[config.mk]
export PLATFORM = sky130hd
export DESIGN_NAME = rgb565_blend_pixel_engine_unit_flat
export DESIGN_NICKNAME = d
export VERILOG_FILES = /design/src/design/rbpe_pkg.sv /design/src/design/rbpe_req_if.sv /design/src/design/rbpe_rsp_if.sv /design/src/design/rbpe_csr_if.sv /design/src/design/rbpe_decode.sv /design/src/design/rbpe_divider.sv /design/src/design/rbpe_blend.sv /design/src/design/rgb565_blend_pixel_engine_unit.sv /design/src/flat_wrapper.sv
export SDC_FILE = /design/constraint.sdc
export NUM_CORES = 2
export LEC_CHECK = 0
export BUFFER_PORTS_ARGS = -buffer_cell sky130_fd_sc_hd__buf_2
export CORE_MARGIN = 10
export CORE_UTILIZATION = 50
export DETAILED_ROUTE_END_ITERATION = 10
export PLACE_DENSITY_LB_ADDON = 0.08
export SLEW_MARGIN = 20
export SYNTH_ARGS = -nofsm -noshare
export SYNTH_HDL_FRONTEND = slang
export SYNTH_SLANG_ARGS = --single-unit
[constraint.sdc]
create_clock -name clock -period 16.6 [get_ports clock]
set_input_delay 3.32 -clock clock [delete_from_list [all_inputs] [get_ports clock]]
set_output_delay 3.32 -clock clock [all_outputs]
set_load 0.005 [all_outputs]
[src/design/rbpe_pkg.sv]
`default_nettype none

package rbpe_pkg;

   // field widths
   localparam int PIX_W       = 16;
   localparam int POS_W       = 16;
   localparam int MODE_W      = 3;
   localparam int ALPHA_W     = 8;
   localparam int LEN_W       = 15;
   localparam int WIDE_W      = 32;
   localparam int SCALE_W     = 6;
   localparam int CSR_INDEX_W = 3;
   localparam int CSR_DATA_W  = 16;

   // ramp numerator 255*diff, diff below 2^16
   localparam int NUM_W          = 24;
   localparam int DIV_STEPS      = 4;
   localparam int DIV_STAGES     = NUM_W / DIV_STEPS;

   localparam logic [WIDE_W-1:0]  FIELD_MASK   = 32'h07e0f81f;
   localparam logic [ALPHA_W-1:0] OPACITY_FULL = 8'hff;
   localparam logic [ALPHA_W-1:0] ALPHA_ROUND  = 8'd4;

   // mode codes
   localparam logic [MODE_W-1:0] MODE_COPY   = 3'd0;
   localparam logic [MODE_W-1:0] MODE_BLEND  = 3'd1;
   localparam logic [MODE_W-1:0] MODE_FILTER = 3'd2;
   localparam logic [MODE_W-1:0] MODE_COVER  = 3'd3;
   localparam logic [MODE_W-1:0] MODE_RASTER = 3'd4;

   // register indexes
   localparam logic [CSR_INDEX_W-1:0] CSR_COMP_MODE   = 3'd0;
   localparam logic [CSR_INDEX_W-1:0] CSR_OPACITY     = 3'd1;
   localparam logic [CSR_INDEX_W-1:0] CSR_RAMP_START  = 3'd2;
   localparam logic [CSR_INDEX_W-1:0] CSR_RAMP_END    = 3'd3;
   localparam logic [CSR_INDEX_W-1:0] CSR_RAMP_LENGTH = 3'd4;

   typedef enum logic [2:0] {
      ACT_SKIP,
      ACT_COPY,
      ACT_MIX,
      ACT_COVER,
      ACT_RAMP
   } action_type;

   typedef struct packed {
      logic        [MODE_W-1:0]  comp_mode;
      logic        [ALPHA_W-1:0] opacity;
      logic signed [POS_W-1:0]   ramp_start;
      logic signed [POS_W-1:0]   ramp_end;
      logic        [LEN_W-1:0]   ramp_length;
   } cfg_type;

   typedef struct packed {
      logic [PIX_W-1:0] src_pixel;
      logic [PIX_W-1:0] dst_pixel;
      action_type       action;
   } pix_item_type;

   function automatic logic [WIDE_W-1:0] spread(input logic [PIX_W-1:0] p);
      return {p, p} & FIELD_MASK;
   endfunction

   function automatic logic [PIX_W-1:0] fold(input logic [WIDE_W-1:0] r);
      logic [WIDE_W-1:0] m;
      m = r & FIELD_MASK;
      return m[WIDE_W-1:PIX_W] | m[PIX_W-1:0];
   endfunction

endpackage

`default_nettype wire

[src/design/rbpe_req_if.sv]
`default_nettype none

interface rbpe_req_if;
   import rbpe_pkg::*;

   logic                    valid;
   logic                    ready;
   logic        [PIX_W-1:0] src_pixel;
   logic        [PIX_W-1:0] dst_pixel;
   logic signed [POS_W-1:0] position;

   modport source (output valid, src_pixel, dst_pixel, position, input ready);
   modport sink   (input valid, src_pixel, dst_pixel, position, output ready);
endinterface

`default_nettype wire

[src/design/rbpe_rsp_if.sv]
`default_nettype none

interface rbpe_rsp_if;
   import rbpe_pkg::*;

   logic             valid;
   logic             ready;
   logic [PIX_W-1:0] out_pixel;
   logic             write_enable;

   modport source (output valid, out_pixel, write_enable, input ready);
   modport sink   (input valid, out_pixel, write_enable, output ready);
endinterface

`default_nettype wire

[src/design/rbpe_csr_if.sv]
`default_nettype none

interface rbpe_csr_if;
   import rbpe_pkg::*;

   logic                   valid;
   logic                   ready;
   logic [CSR_INDEX_W-1:0] index;
   logic [CSR_DATA_W-1:0]  data;

   modport source (output valid, index, data, input ready);
   modport sink   (input valid, index, data, output ready);
endinterface

`default_nettype wire

[src/design/rbpe_decode.sv]
`default_nettype none

module rbpe_decode (
   input  wire logic                            clock,
   input  wire logic                            reset,
   input  wire rbpe_pkg::cfg_type               cfg,
   input  wire logic                            in_valid,
   output logic                                 in_ready,
   input  wire logic [rbpe_pkg::PIX_W-1:0]      in_src,
   input  wire logic [rbpe_pkg::PIX_W-1:0]      in_dst,
   input  wire logic signed [rbpe_pkg::POS_W-1:0] in_pos,
   output logic                                 out_valid,
   input  wire logic                            out_ready,
   output rbpe_pkg::pix_item_type               out_item,
   output logic [rbpe_pkg::NUM_W-1:0]           out_num
);
   import rbpe_pkg::*;

   logic                 valid_ff;
   pix_item_type         item_ff, item_in;
   logic [NUM_W-1:0]     num_ff, num_in;
   logic [POS_W-1:0]     diff_u;
   logic                 src_zero;

   assign in_ready  = !valid_ff || out_ready;
   assign out_valid = valid_ff;
   assign out_item  = item_ff;
   assign out_num   = num_ff;

   // ramp distance, within 0..65534 whenever the ramp is taken, so 16 bits hold it
   assign diff_u   = cfg.ramp_end - in_pos;
   assign src_zero = (in_src == '0);

   always_comb begin
      item_in.src_pixel = in_src;
      item_in.dst_pixel = in_dst;
      // 255*diff as (diff << 8) - diff
      num_in = {diff_u, {(NUM_W-POS_W){1'b0}}} - {{(NUM_W-POS_W){1'b0}}, diff_u};
      case (cfg.comp_mode)
         MODE_COPY: begin
            item_in.action = ACT_COPY;
         end
         MODE_BLEND, MODE_FILTER: begin
            if (cfg.opacity == '0 || (cfg.comp_mode == MODE_FILTER && src_zero))
               item_in.action = ACT_SKIP;
            else if (cfg.opacity == OPACITY_FULL)
               item_in.action = ACT_COPY;
            else
               item_in.action = ACT_MIX;
         end
         MODE_COVER: begin
            if (cfg.opacity == '0 || src_zero)
               item_in.action = ACT_SKIP;
            else if (cfg.opacity == OPACITY_FULL)
               item_in.action = ACT_COPY;
            else
               item_in.action = ACT_COVER;
         end
         MODE_RASTER: begin
            if (in_pos <= cfg.ramp_start)
               item_in.action = ACT_COPY;
            else if (in_pos <= cfg.ramp_end)
               item_in.action = ACT_RAMP;
            else
               item_in.action = ACT_SKIP;
         end
         default: begin
            item_in.action = ACT_COPY;
         end
      endcase
   end

   always_ff @(posedge clock) begin
      if (reset)
         valid_ff <= 1'b0;
      else if (in_ready)
         valid_ff <= in_valid;
   end

   always_ff @(posedge clock) begin
      if (in_ready && in_valid) begin
         item_ff <= item_in;
         num_ff  <= num_in;
      end
   end

endmodule

`default_nettype wire

[src/design/rbpe_divider.sv]
`default_nettype none

module rbpe_divider (
   input  wire logic                           clock,
   input  wire logic                           reset,
   input  wire logic [rbpe_pkg::LEN_W-1:0]     divisor,
   input  wire logic                           in_valid,
   output logic                                in_ready,
   input  wire rbpe_pkg::pix_item_type         in_item,
   input  wire logic [rbpe_pkg::NUM_W-1:0]     in_num,
   output logic                                out_valid,
   input  wire logic                           out_ready,
   output rbpe_pkg::pix_item_type              out_item,
   output logic [rbpe_pkg::ALPHA_W-1:0]        out_quot
);
   import rbpe_pkg::*;

   // index 0 is the module input, index k+1 the output of stage k
   logic                 st_valid [DIV_STAGES+1];
   pix_item_type         st_item  [DIV_STAGES+1];
   logic [NUM_W-1:0]     st_num   [DIV_STAGES+1];
   logic [LEN_W-1:0]     st_rem   [DIV_STAGES+1];
   logic [ALPHA_W-1:0]   st_quot  [DIV_STAGES+1];
   logic                 st_go    [DIV_STAGES+1];

   assign st_valid[0] = in_valid;
   assign st_item[0]  = in_item;
   assign st_num[0]   = in_num;
   assign st_rem[0]   = '0;
   assign st_quot[0]  = '0;
   assign in_ready    = st_go[0];
   assign st_go[DIV_STAGES] = out_ready;

   assign out_valid = st_valid[DIV_STAGES];
   assign out_item  = st_item[DIV_STAGES];
   assign out_quot  = st_quot[DIV_STAGES];

   for (genvar k = 0; k < DIV_STAGES; k++) begin : g_stage
      logic               valid_ff;
      pix_item_type       item_ff;
      logic [NUM_W-1:0]   num_ff, num_in;
      logic [LEN_W-1:0]   rem_ff, rem_in;
      logic [ALPHA_W-1:0] quot_ff, quot_in;

      assign st_go[k]       = !valid_ff || st_go[k+1];
      assign st_valid[k+1]  = valid_ff;
      assign st_item[k+1]   = item_ff;
      assign st_num[k+1]    = num_ff;
      assign st_rem[k+1]    = rem_ff;
      assign st_quot[k+1]   = quot_ff;

      // restoring division, DIV_STEPS quotient bits per stage, msb first
      always_comb begin
         logic [LEN_W:0] trial;
         num_in  = st_num[k];
         rem_in  = st_rem[k];
         quot_in = st_quot[k];
         for (int j = 0; j < DIV_STEPS; j++) begin
            trial  = {rem_in, num_in[NUM_W-1]};
            num_in = {num_in[NUM_W-2:0], 1'b0};
            if (trial >= {1'b0, divisor}) begin
               trial   = trial - {1'b0, divisor};
               quot_in = {quot_in[ALPHA_W-2:0], 1'b1};
            end else begin
               quot_in = {quot_in[ALPHA_W-2:0], 1'b0};
            end
            rem_in = trial[LEN_W-1:0];
         end
      end

      always_ff @(posedge clock) begin
         if (reset)
            valid_ff <= 1'b0;
         else if (st_go[k])
            valid_ff <= st_valid[k];
      end

      always_ff @(posedge clock) begin
         if (st_go[k] && st_valid[k]) begin
            item_ff <= st_item[k];
            num_ff  <= num_in;
            rem_ff  <= rem_in;
            quot_ff <= quot_in;
         end
      end
   end

endmodule

`default_nettype wire

[src/design/rbpe_blend.sv]
`default_nettype none

module rbpe_blend (
   input  wire logic                        clock,
   input  wire logic                        reset,
   input  wire logic [rbpe_pkg::ALPHA_W-1:0] opacity,
   input  wire logic                        in_valid,
   output logic                             in_ready,
   input  wire rbpe_pkg::pix_item_type      in_item,
   input  wire logic [rbpe_pkg::ALPHA_W-1:0] in_quot,
   output logic                             out_valid,
   input  wire logic                        out_ready,
   output logic [rbpe_pkg::PIX_W-1:0]       out_pixel,
   output logic                             out_we
);
   import rbpe_pkg::*;

   // stage a: alpha quantize, spread, difference
   logic               a_valid_ff;
   pix_item_type       a_item_ff;
   logic [WIDE_W-1:0]  a_delta_ff, a_delta_in;
   logic [WIDE_W-1:0]  a_bg_ff, a_bg_in;
   logic [SCALE_W-1:0] a_scale_ff, a_scale_in;
   logic [ALPHA_W-1:0] alpha;
   logic [ALPHA_W:0]   alpha_sum;
   logic               a_go;

   // stage b: product
   logic               b_valid_ff;
   pix_item_type       b_item_ff;
   logic [WIDE_W-1:0]  b_prod_ff, b_prod_in;
   logic [WIDE_W-1:0]  b_bg_ff;
   logic               b_go;

   // stage c: output register
   logic               c_valid_ff;
   logic [PIX_W-1:0]   c_pixel_ff, c_pixel_in;
   logic               c_we_ff, c_we_in;
   logic [WIDE_W-1:0]  c_sum;
   logic               c_go;

   assign c_go     = !c_valid_ff || out_ready;
   assign b_go     = !b_valid_ff || c_go;
   assign a_go     = !a_valid_ff || b_go;
   assign in_ready = a_go;

   assign out_valid = c_valid_ff;
   assign out_pixel = c_pixel_ff;
   assign out_we    = c_we_ff;

   always_comb begin
      alpha      = (in_item.action == ACT_RAMP) ? in_quot : opacity;
      alpha_sum  = {1'b0, alpha} + {1'b0, ALPHA_ROUND};
      a_scale_in = alpha_sum[ALPHA_W:ALPHA_W-SCALE_W+1];
      // cover scales toward black: background of zero
      a_bg_in    = (in_item.action == ACT_COVER) ? '0 : spread(in_item.dst_pixel);
      a_delta_in = spread(in_item.src_pixel) - a_bg_in;
   end

   assign b_prod_in = a_delta_ff * {{(WIDE_W-SCALE_W){1'b0}}, a_scale_ff};

   always_comb begin
      c_sum = (b_prod_ff >> 5) + b_bg_ff;
      case (b_item_ff.action)
         ACT_SKIP: begin
            c_pixel_in = b_item_ff.dst_pixel;
            c_we_in    = 1'b0;
         end
         ACT_COPY: begin
            c_pixel_in = b_item_ff.src_pixel;
            c_we_in    = 1'b1;
         end
         default: begin
            c_pixel_in = fold(c_sum);
            c_we_in    = 1'b1;
         end
      endcase
   end

   always_ff @(posedge clock) begin
      if (reset) begin
         a_valid_ff <= 1'b0;
         b_valid_ff <= 1'b0;
         c_valid_ff <= 1'b0;
      end else begin
         if (a_go) a_valid_ff <= in_valid;
         if (b_go) b_valid_ff <= a_valid_ff;
         if (c_go) c_valid_ff <= b_valid_ff;
      end
   end

   always_ff @(posedge clock) begin
      if (a_go && in_valid) begin
         a_item_ff  <= in_item;
         a_delta_ff <= a_delta_in;
         a_bg_ff    <= a_bg_in;
         a_scale_ff <= a_scale_in;
      end
      if (b_go && a_valid_ff) begin
         b_item_ff <= a_item_ff;
         b_prod_ff <= b_prod_in;
         b_bg_ff   <= a_bg_ff;
      end
      if (c_go && b_valid_ff) begin
         c_pixel_ff <= c_pixel_in;
         c_we_ff    <= c_we_in;
      end
   end

endmodule

`default_nettype wire

[src/design/rgb565_blend_pixel_engine_unit.sv]
// pipeline: 10 register stages (1 decode, 6 divide, 3 blend), the last of them the
// output register; throughput: one item per cycle while rsp_ch.ready does not stall;
// the 24-bit ramp divide is a 6-stage pipeline at 4 quotient bits per stage, so no
// unit is shared between items
// reset: synchronous, active high; clears all stage valid bits and loads the
// register reset values (copy mode, opacity 255, ramp 0..0, length 1)
`default_nettype none

module rgb565_blend_pixel_engine_unit (
   input wire logic   clock,
   input wire logic   reset,
   rbpe_req_if.sink   req_ch,
   rbpe_rsp_if.source rsp_ch,
   rbpe_csr_if.sink   csr_ch
);
   import rbpe_pkg::*;

   // configuration registers
   cfg_type cfg_ff;

   // decode -> divider
   logic               dec_valid, dec_ready;
   pix_item_type       dec_item;
   logic [NUM_W-1:0]   dec_num;

   // divider -> blend
   logic               div_valid, div_ready;
   pix_item_type       div_item;
   logic [ALPHA_W-1:0] div_quot;

   // register writes are always taken
   assign csr_ch.ready = 1'b1;

   always_ff @(posedge clock) begin
      if (reset) begin
         cfg_ff.comp_mode   <= MODE_COPY;
         cfg_ff.opacity     <= OPACITY_FULL;
         cfg_ff.ramp_start  <= '0;
         cfg_ff.ramp_end    <= '0;
         cfg_ff.ramp_length <= LEN_W'(1);
      end else if (csr_ch.valid) begin
         case (csr_ch.index)
            CSR_COMP_MODE:   cfg_ff.comp_mode  <= csr_ch.data[MODE_W-1:0];
            CSR_OPACITY:     cfg_ff.opacity    <= csr_ch.data[ALPHA_W-1:0];
            CSR_RAMP_START:  cfg_ff.ramp_start <= csr_ch.data[POS_W-1:0];
            CSR_RAMP_END:    cfg_ff.ramp_end   <= csr_ch.data[POS_W-1:0];
            CSR_RAMP_LENGTH: begin
               // a zero length divides as one
               if (csr_ch.data[LEN_W-1:0] == '0)
                  cfg_ff.ramp_length <= LEN_W'(1);
               else
                  cfg_ff.ramp_length <= csr_ch.data[LEN_W-1:0];
            end
            default: begin
            end
         endcase
      end
   end

   // stage 1: mode decode and ramp numerator
   rbpe_decode u_decode (
      .clock     (clock),
      .reset     (reset),
      .cfg       (cfg_ff),
      .in_valid  (req_ch.valid),
      .in_ready  (req_ch.ready),
      .in_src    (req_ch.src_pixel),
      .in_dst    (req_ch.dst_pixel),
      .in_pos    (req_ch.position),
      .out_valid (dec_valid),
      .out_ready (dec_ready),
      .out_item  (dec_item),
      .out_num   (dec_num)
   );

   // stages 2..7: ramp alpha quotient, low 8 bits kept
   rbpe_divider u_divider (
      .clock     (clock),
      .reset     (reset),
      .divisor   (cfg_ff.ramp_length),
      .in_valid  (dec_valid),
      .in_ready  (dec_ready),
      .in_item   (dec_item),
      .in_num    (dec_num),
      .out_valid (div_valid),
      .out_ready (div_ready),
      .out_item  (div_item),
      .out_quot  (div_quot)
   );

   // stages 8..10: spread, multiply, fold; last stage is the output register
   rbpe_blend u_blend (
      .clock     (clock),
      .reset     (reset),
      .opacity   (cfg_ff.opacity),
      .in_valid  (div_valid),
      .in_ready  (div_ready),
      .in_item   (div_item),
      .in_quot   (div_quot),
      .out_valid (rsp_ch.valid),
      .out_ready (rsp_ch.ready),
      .out_pixel (rsp_ch.out_pixel),
      .out_we    (rsp_ch.write_enable)
   );

endmodule

`default_nettype wire
[src/flat_wrapper.sv]
// flat-port wrapper written by rule: the top's interface ports become plain ports
module rgb565_blend_pixel_engine_unit_flat import rbpe_pkg::*;
  (clock, reset, req_ch_valid, req_ch_src_pixel, req_ch_dst_pixel, req_ch_position, req_ch_ready, rsp_ch_valid, rsp_ch_out_pixel, rsp_ch_write_enable, rsp_ch_ready, csr_ch_valid, csr_ch_index, csr_ch_data, csr_ch_ready);
  rbpe_req_if req_ch_i ();
  rbpe_rsp_if rsp_ch_i ();
  rbpe_csr_if csr_ch_i ();
  input wire logic clock;
  input wire logic reset;
  input wire logic [$bits(req_ch_i.valid)-1:0] req_ch_valid;
  input wire logic [$bits(req_ch_i.src_pixel)-1:0] req_ch_src_pixel;
  input wire logic [$bits(req_ch_i.dst_pixel)-1:0] req_ch_dst_pixel;
  input wire logic [$bits(req_ch_i.position)-1:0] req_ch_position;
  output wire logic [$bits(req_ch_i.ready)-1:0] req_ch_ready;
  output wire logic [$bits(rsp_ch_i.valid)-1:0] rsp_ch_valid;
  output wire logic [$bits(rsp_ch_i.out_pixel)-1:0] rsp_ch_out_pixel;
  output wire logic [$bits(rsp_ch_i.write_enable)-1:0] rsp_ch_write_enable;
  input wire logic [$bits(rsp_ch_i.ready)-1:0] rsp_ch_ready;
  input wire logic [$bits(csr_ch_i.valid)-1:0] csr_ch_valid;
  input wire logic [$bits(csr_ch_i.index)-1:0] csr_ch_index;
  input wire logic [$bits(csr_ch_i.data)-1:0] csr_ch_data;
  output wire logic [$bits(csr_ch_i.ready)-1:0] csr_ch_ready;
  assign req_ch_i.valid = req_ch_valid;
  assign req_ch_i.src_pixel = req_ch_src_pixel;
  assign req_ch_i.dst_pixel = req_ch_dst_pixel;
  assign req_ch_i.position = req_ch_position;
  assign req_ch_ready = req_ch_i.ready;
  assign rsp_ch_valid = rsp_ch_i.valid;
  assign rsp_ch_out_pixel = rsp_ch_i.out_pixel;
  assign rsp_ch_write_enable = rsp_ch_i.write_enable;
  assign rsp_ch_i.ready = rsp_ch_ready;
  assign csr_ch_i.valid = csr_ch_valid;
  assign csr_ch_i.index = csr_ch_index;
  assign csr_ch_i.data = csr_ch_data;
  assign csr_ch_ready = csr_ch_i.ready;
  rgb565_blend_pixel_engine_unit u_core (.clock(clock), .reset(reset), .req_ch(req_ch_i), .rsp_ch(rsp_ch_i), .csr_ch(csr_ch_i));
endmodule
==> impl_metrics.py <==
metrics = {
    "logic_synthesis": {
        "yosys.area_share.simple_pct": 13.3,
        "netlist_area_um2": 45700,
        "synth_edf_count": 580,
        "synth_top_area_cell": "edfxtp_1",
        "synth_top_area_share_pct": 38.1,
        "syn_inst": 4424,
        "synthAdderAreaFrac_pct": 17.2,
        "ys_seq_area_share_pct": 41.1,
        "synth_common_cells": "580 x edfxtp_1, 449 x nand2_1, 420 x ha_1, 343 x inv_1, 290 x a21oi_1",
        "synthMuxAreaShare_pct": 4.59,
        "syn_area_per_cell_um2": 10.3,
        "synth.distinct_cells": 95,
        "post-synth-top-count-cell": "edfxtp_1",
        "synthArstFlopShare_pct": 0,
        "synth_top_family_by_area": "adder cells",
        "synth-main-ff-cell": "edfxtp_1",
        "yosysWarnings": 0,
        "synth-xor-area-share_pct": 5.38,
        "synth_compound_area_share_pct": 14.8,
        "synth-seq-cells": 648,
        "synthTopCellsByArea": "edfxtp_1 38%, ha_1 11%, fa_1 5.7%",
        "syn_nets": 5047,
    },
    "route": {
        "drtIter0Drc": 2517,
        "met3WireLength_um": 6850,
        "vias": 33100,
        "routed_via_density": 5.73,
        "postRouteAntennaNets": 0,
        "drt-wirelength-per-cell_um": 19.3,
        "wl_met2_um": 45600,
        "top_layer_used": "met4",
        "post-route-drc-count": 0,
        "dr.pass1.iters": 7,
        "wirelength_um": 111000,
        "routedLengthMet1_um": 56700,
    },
    "finish": {
        "n_antenna_cell": 0,
        "area_delta_synth_final_pct": 10.1,
        "finish.instance_area_um2": 50300,
        "finish.utilization_pct": 55.7,
        "fillers": 7855,
        "layout-drive-gt1-share_pct": 9.60,
        "nets": 5166,
    },
    "global_route": {
        "antenna_found_initial": 2,
        "grt_pass1_wl_um": 176000,
        "grt.total_usage_pct": 21.2,
        "grt_max_degree": 83,
        "grt.overflow.total": 0,
        "grt_pass1_vias": 31800,
    },
    "sta": {
        "setup_violations": 0,
        "rsz0062_at_grt": "false",
        "slew_viol_final": 0,
        "hold_viol_final": 0,
        "period_share_pct": 74.2,
        "maxSlewHeadroom_pct": 23.9,
        "fin_skew_ns": 0.0352,
        "fin_crit_ns": 12.32,
        "max_freq_mhz": 81.1,
        "setup_tns_ns": 0,
        "worst_slew_pin_slew_ns": 1.14,
    },
    "cts": {
        "clk_path_buf_depth": 3,
        "hold_buffers": 0,
        "cts.sinks": 648,
        "tritoncts": "done",
        "clockRootBuffer": "clkbuf_16",
        "clk_latency_ns": 0.64,
        "post_cts_buffers": 0,
        "clk_pin_slew_ns": 0.06,
        "cts_buffers": 73,
        "h-tree-depth": 3,
        "cts_resized": 0,
    },
    "critical_path": {
        "critPathMostFrequentCell": "a21oi_1",
        "path_max_fanout": 24,
        "rr_worst_depth": 40,
        "r2r-start": "u_core.cfg_ff[2]",
        "start_kind": "flop",
        "crit_path_end_kind": "flop",
        "worst_r2r_endpoint": "u_core.u_divider.g_stage[4].rem_ff[6]",
        "max_stage_delay_ns": 0.77,
        "r2r_slack_ns": 4.28,
        "crit_slowest_cell": "a211oi_2",
        "crit_start": "u_core.cfg_ff[2]",
        "arrival_ns": 12.70,
        "critPathKind": "reg2reg",
        "cp.required_ns": 16.97,
    },
    "floorplanning": {
        "die_x_um": 322,
        "rows": 110,
        "die_h_um": 322,
        "dieArea_um2": 104000,
        "initial_core_util_pct": 50.6,
        "ioPinCount": 92,
        "core_um2": 90400,
    },
    "run_status": {
        "status": "completed",
    },
    "worst_hold_path": {
        "holdPathStages": 0,
        "worstHoldStart": "u_core.u_blend.a_bg_ff[15]",
        "hp-class": "reg2reg",
        "holdPathEnd": "u_core.u_blend.b_bg_ff[15]",
    },
    "placement": {
        "io_buffers": 90,
        "gp_congestion": 0.926,
        "dpl-instance-area_um2": 47700,
        "dp_hpwl_um": 83100,
    },
    "job": {
        "drv_cap": 0,
    },
}
[logic make-up after synthesis]
logic type | after synthesis
multiplexers | 190
flip-flops | 648
XOR/XNOR | 281
other | 1
buffers and inverters | 436
adder cells (fa/ha/maj) | 551
AND/OR/NAND/NOR | 1281
AO/OA/AOI/OAI | 1036
[worst max-delay path, delay by kind of cell (launching register included)]
family | cells | cell delay (ns)
mux | 2 | 0.88
fa+ha+maj | 4 | 1.43
simple gates | 4 | 1.32
flops | 1 | 0.32
compound gates | 26 | 7.12
buf+inv | 4 | 0.92
[cell type report]
type / count / area, um2 / share of cell area [%]
repair buffers: 135 / 788 / 1.57
clock buffers: 85 / 1890 / 3.76
inverters: 345 / 1290 / 2.57
multi-input cells: 3340 / 25400 / 50.4
well taps: 1176 / 1470 / 2.92
clock inverters: 51 / 739 / 1.47
flip-flops and latches: 648 / 18800 / 37.3
[worst max path at each step]
| stage | end | slack [ns] | cells after the start |
|---|---|---|---|
| 5_1_grt | u_core.u_divider.g_stage[4].rem_ff[12] | 3.32 | 40 |
| 2_1_floorplan | u_core.u_divider.g_stage[4].rem_ff[6] | 5.37 | 45 |
| 3_3_place_gp | u_core.u_divider.g_stage[4].rem_ff[3] | 4.39 | 40 |
| 3_5_place_dp | u_core.u_divider.g_stage[4].rem_ff[12] | 4.30 | 40 |
| 6_report | u_core.u_divider.g_stage[4].rem_ff[6] | 4.28 | 40 |
| 4_1_cts | u_core.u_divider.g_stage[4].rem_ff[6] | 4.21 | 40 |
[through the flow]
stage / std cells / worst slack (ns) / hold WS (ns)
after CTS: 5780 / 4.21 / 0.399
final: 5780 / 4.28 / 0.398
after global placement: 5644 / 4.39 / 0.401
after global routing: 5780 / 3.32 / 0.412
after floorplan: 4424 / 5.37 / 0.400
after detailed placement: 5644 / 4.30 / 0.405
[sequential cells by signal, indices dropped and copies added, names as in the netlist, 4 cells and up]
signal,count
u_core.u_decode.out_item,35
u_core.u_divider.g_stage.quot_ff,4
u_core.u_blend.b_item_ff,35
u_core.u_divider.g_stage.item_ff,175
u_core.u_divider.g_stage.rem_ff,75
u_core.cfg_ff,58
u_core.u_blend.a_delta_ff,26
u_core.u_decode.out_num,22
u_core.u_blend.a_bg_ff,16
u_core.u_divider.g_stage.valid_ff,5
u_core.u_blend.b_prod_ff,27
u_core.u_divider.out_quot,6
u_core.u_divider.g_stage.num_ff,50
u_core.u_blend.out_pixel,16
u_core.u_divider.out_item,35
u_core.u_blend.a_scale_ff,6
u_core.u_blend.b_bg_ff,16
u_core.u_blend.a_item_ff,35
[metal layers]
metal	up-vias	GRT usage (%)
li1	16400	-
met3	131	3.44
met5	-	0
met2	821	30.4
met4	0	5.45
met1	15700	32.8
[placed cells by master (no fill, tap or decap), types with 20 or more instances in the layout]
cell type and n:
xor2_1 98, a31oi_1 23, o21a_1 80, nand4_1 64, o31ai_1 38, nor2_1 282
o21ai_0 219, inv_1 343, fa_1 131, nor4_1 25, a211oi_1 23, nor2b_1 82
clkbuf_16 73, a21o_1 92, edfxtp_1 580, nand3_1 68, buf_2 90, o21bai_1 26
nand2b_1 46, a21boi_0 32, a21oi_1 290, o211ai_1 21, and3_1 24, ha_1 420
nor3_1 95, mux2_2 125, xnor2_1 183, a211o_1 20, nand2_1 449, dfxtp_1 68
mux2i_1 56, and2_1 56, or3_1 26, buf_4 45
Power is not shown: default switching activity piles up to over one toggle a cycle in this logic, so the estimate is an artifact.
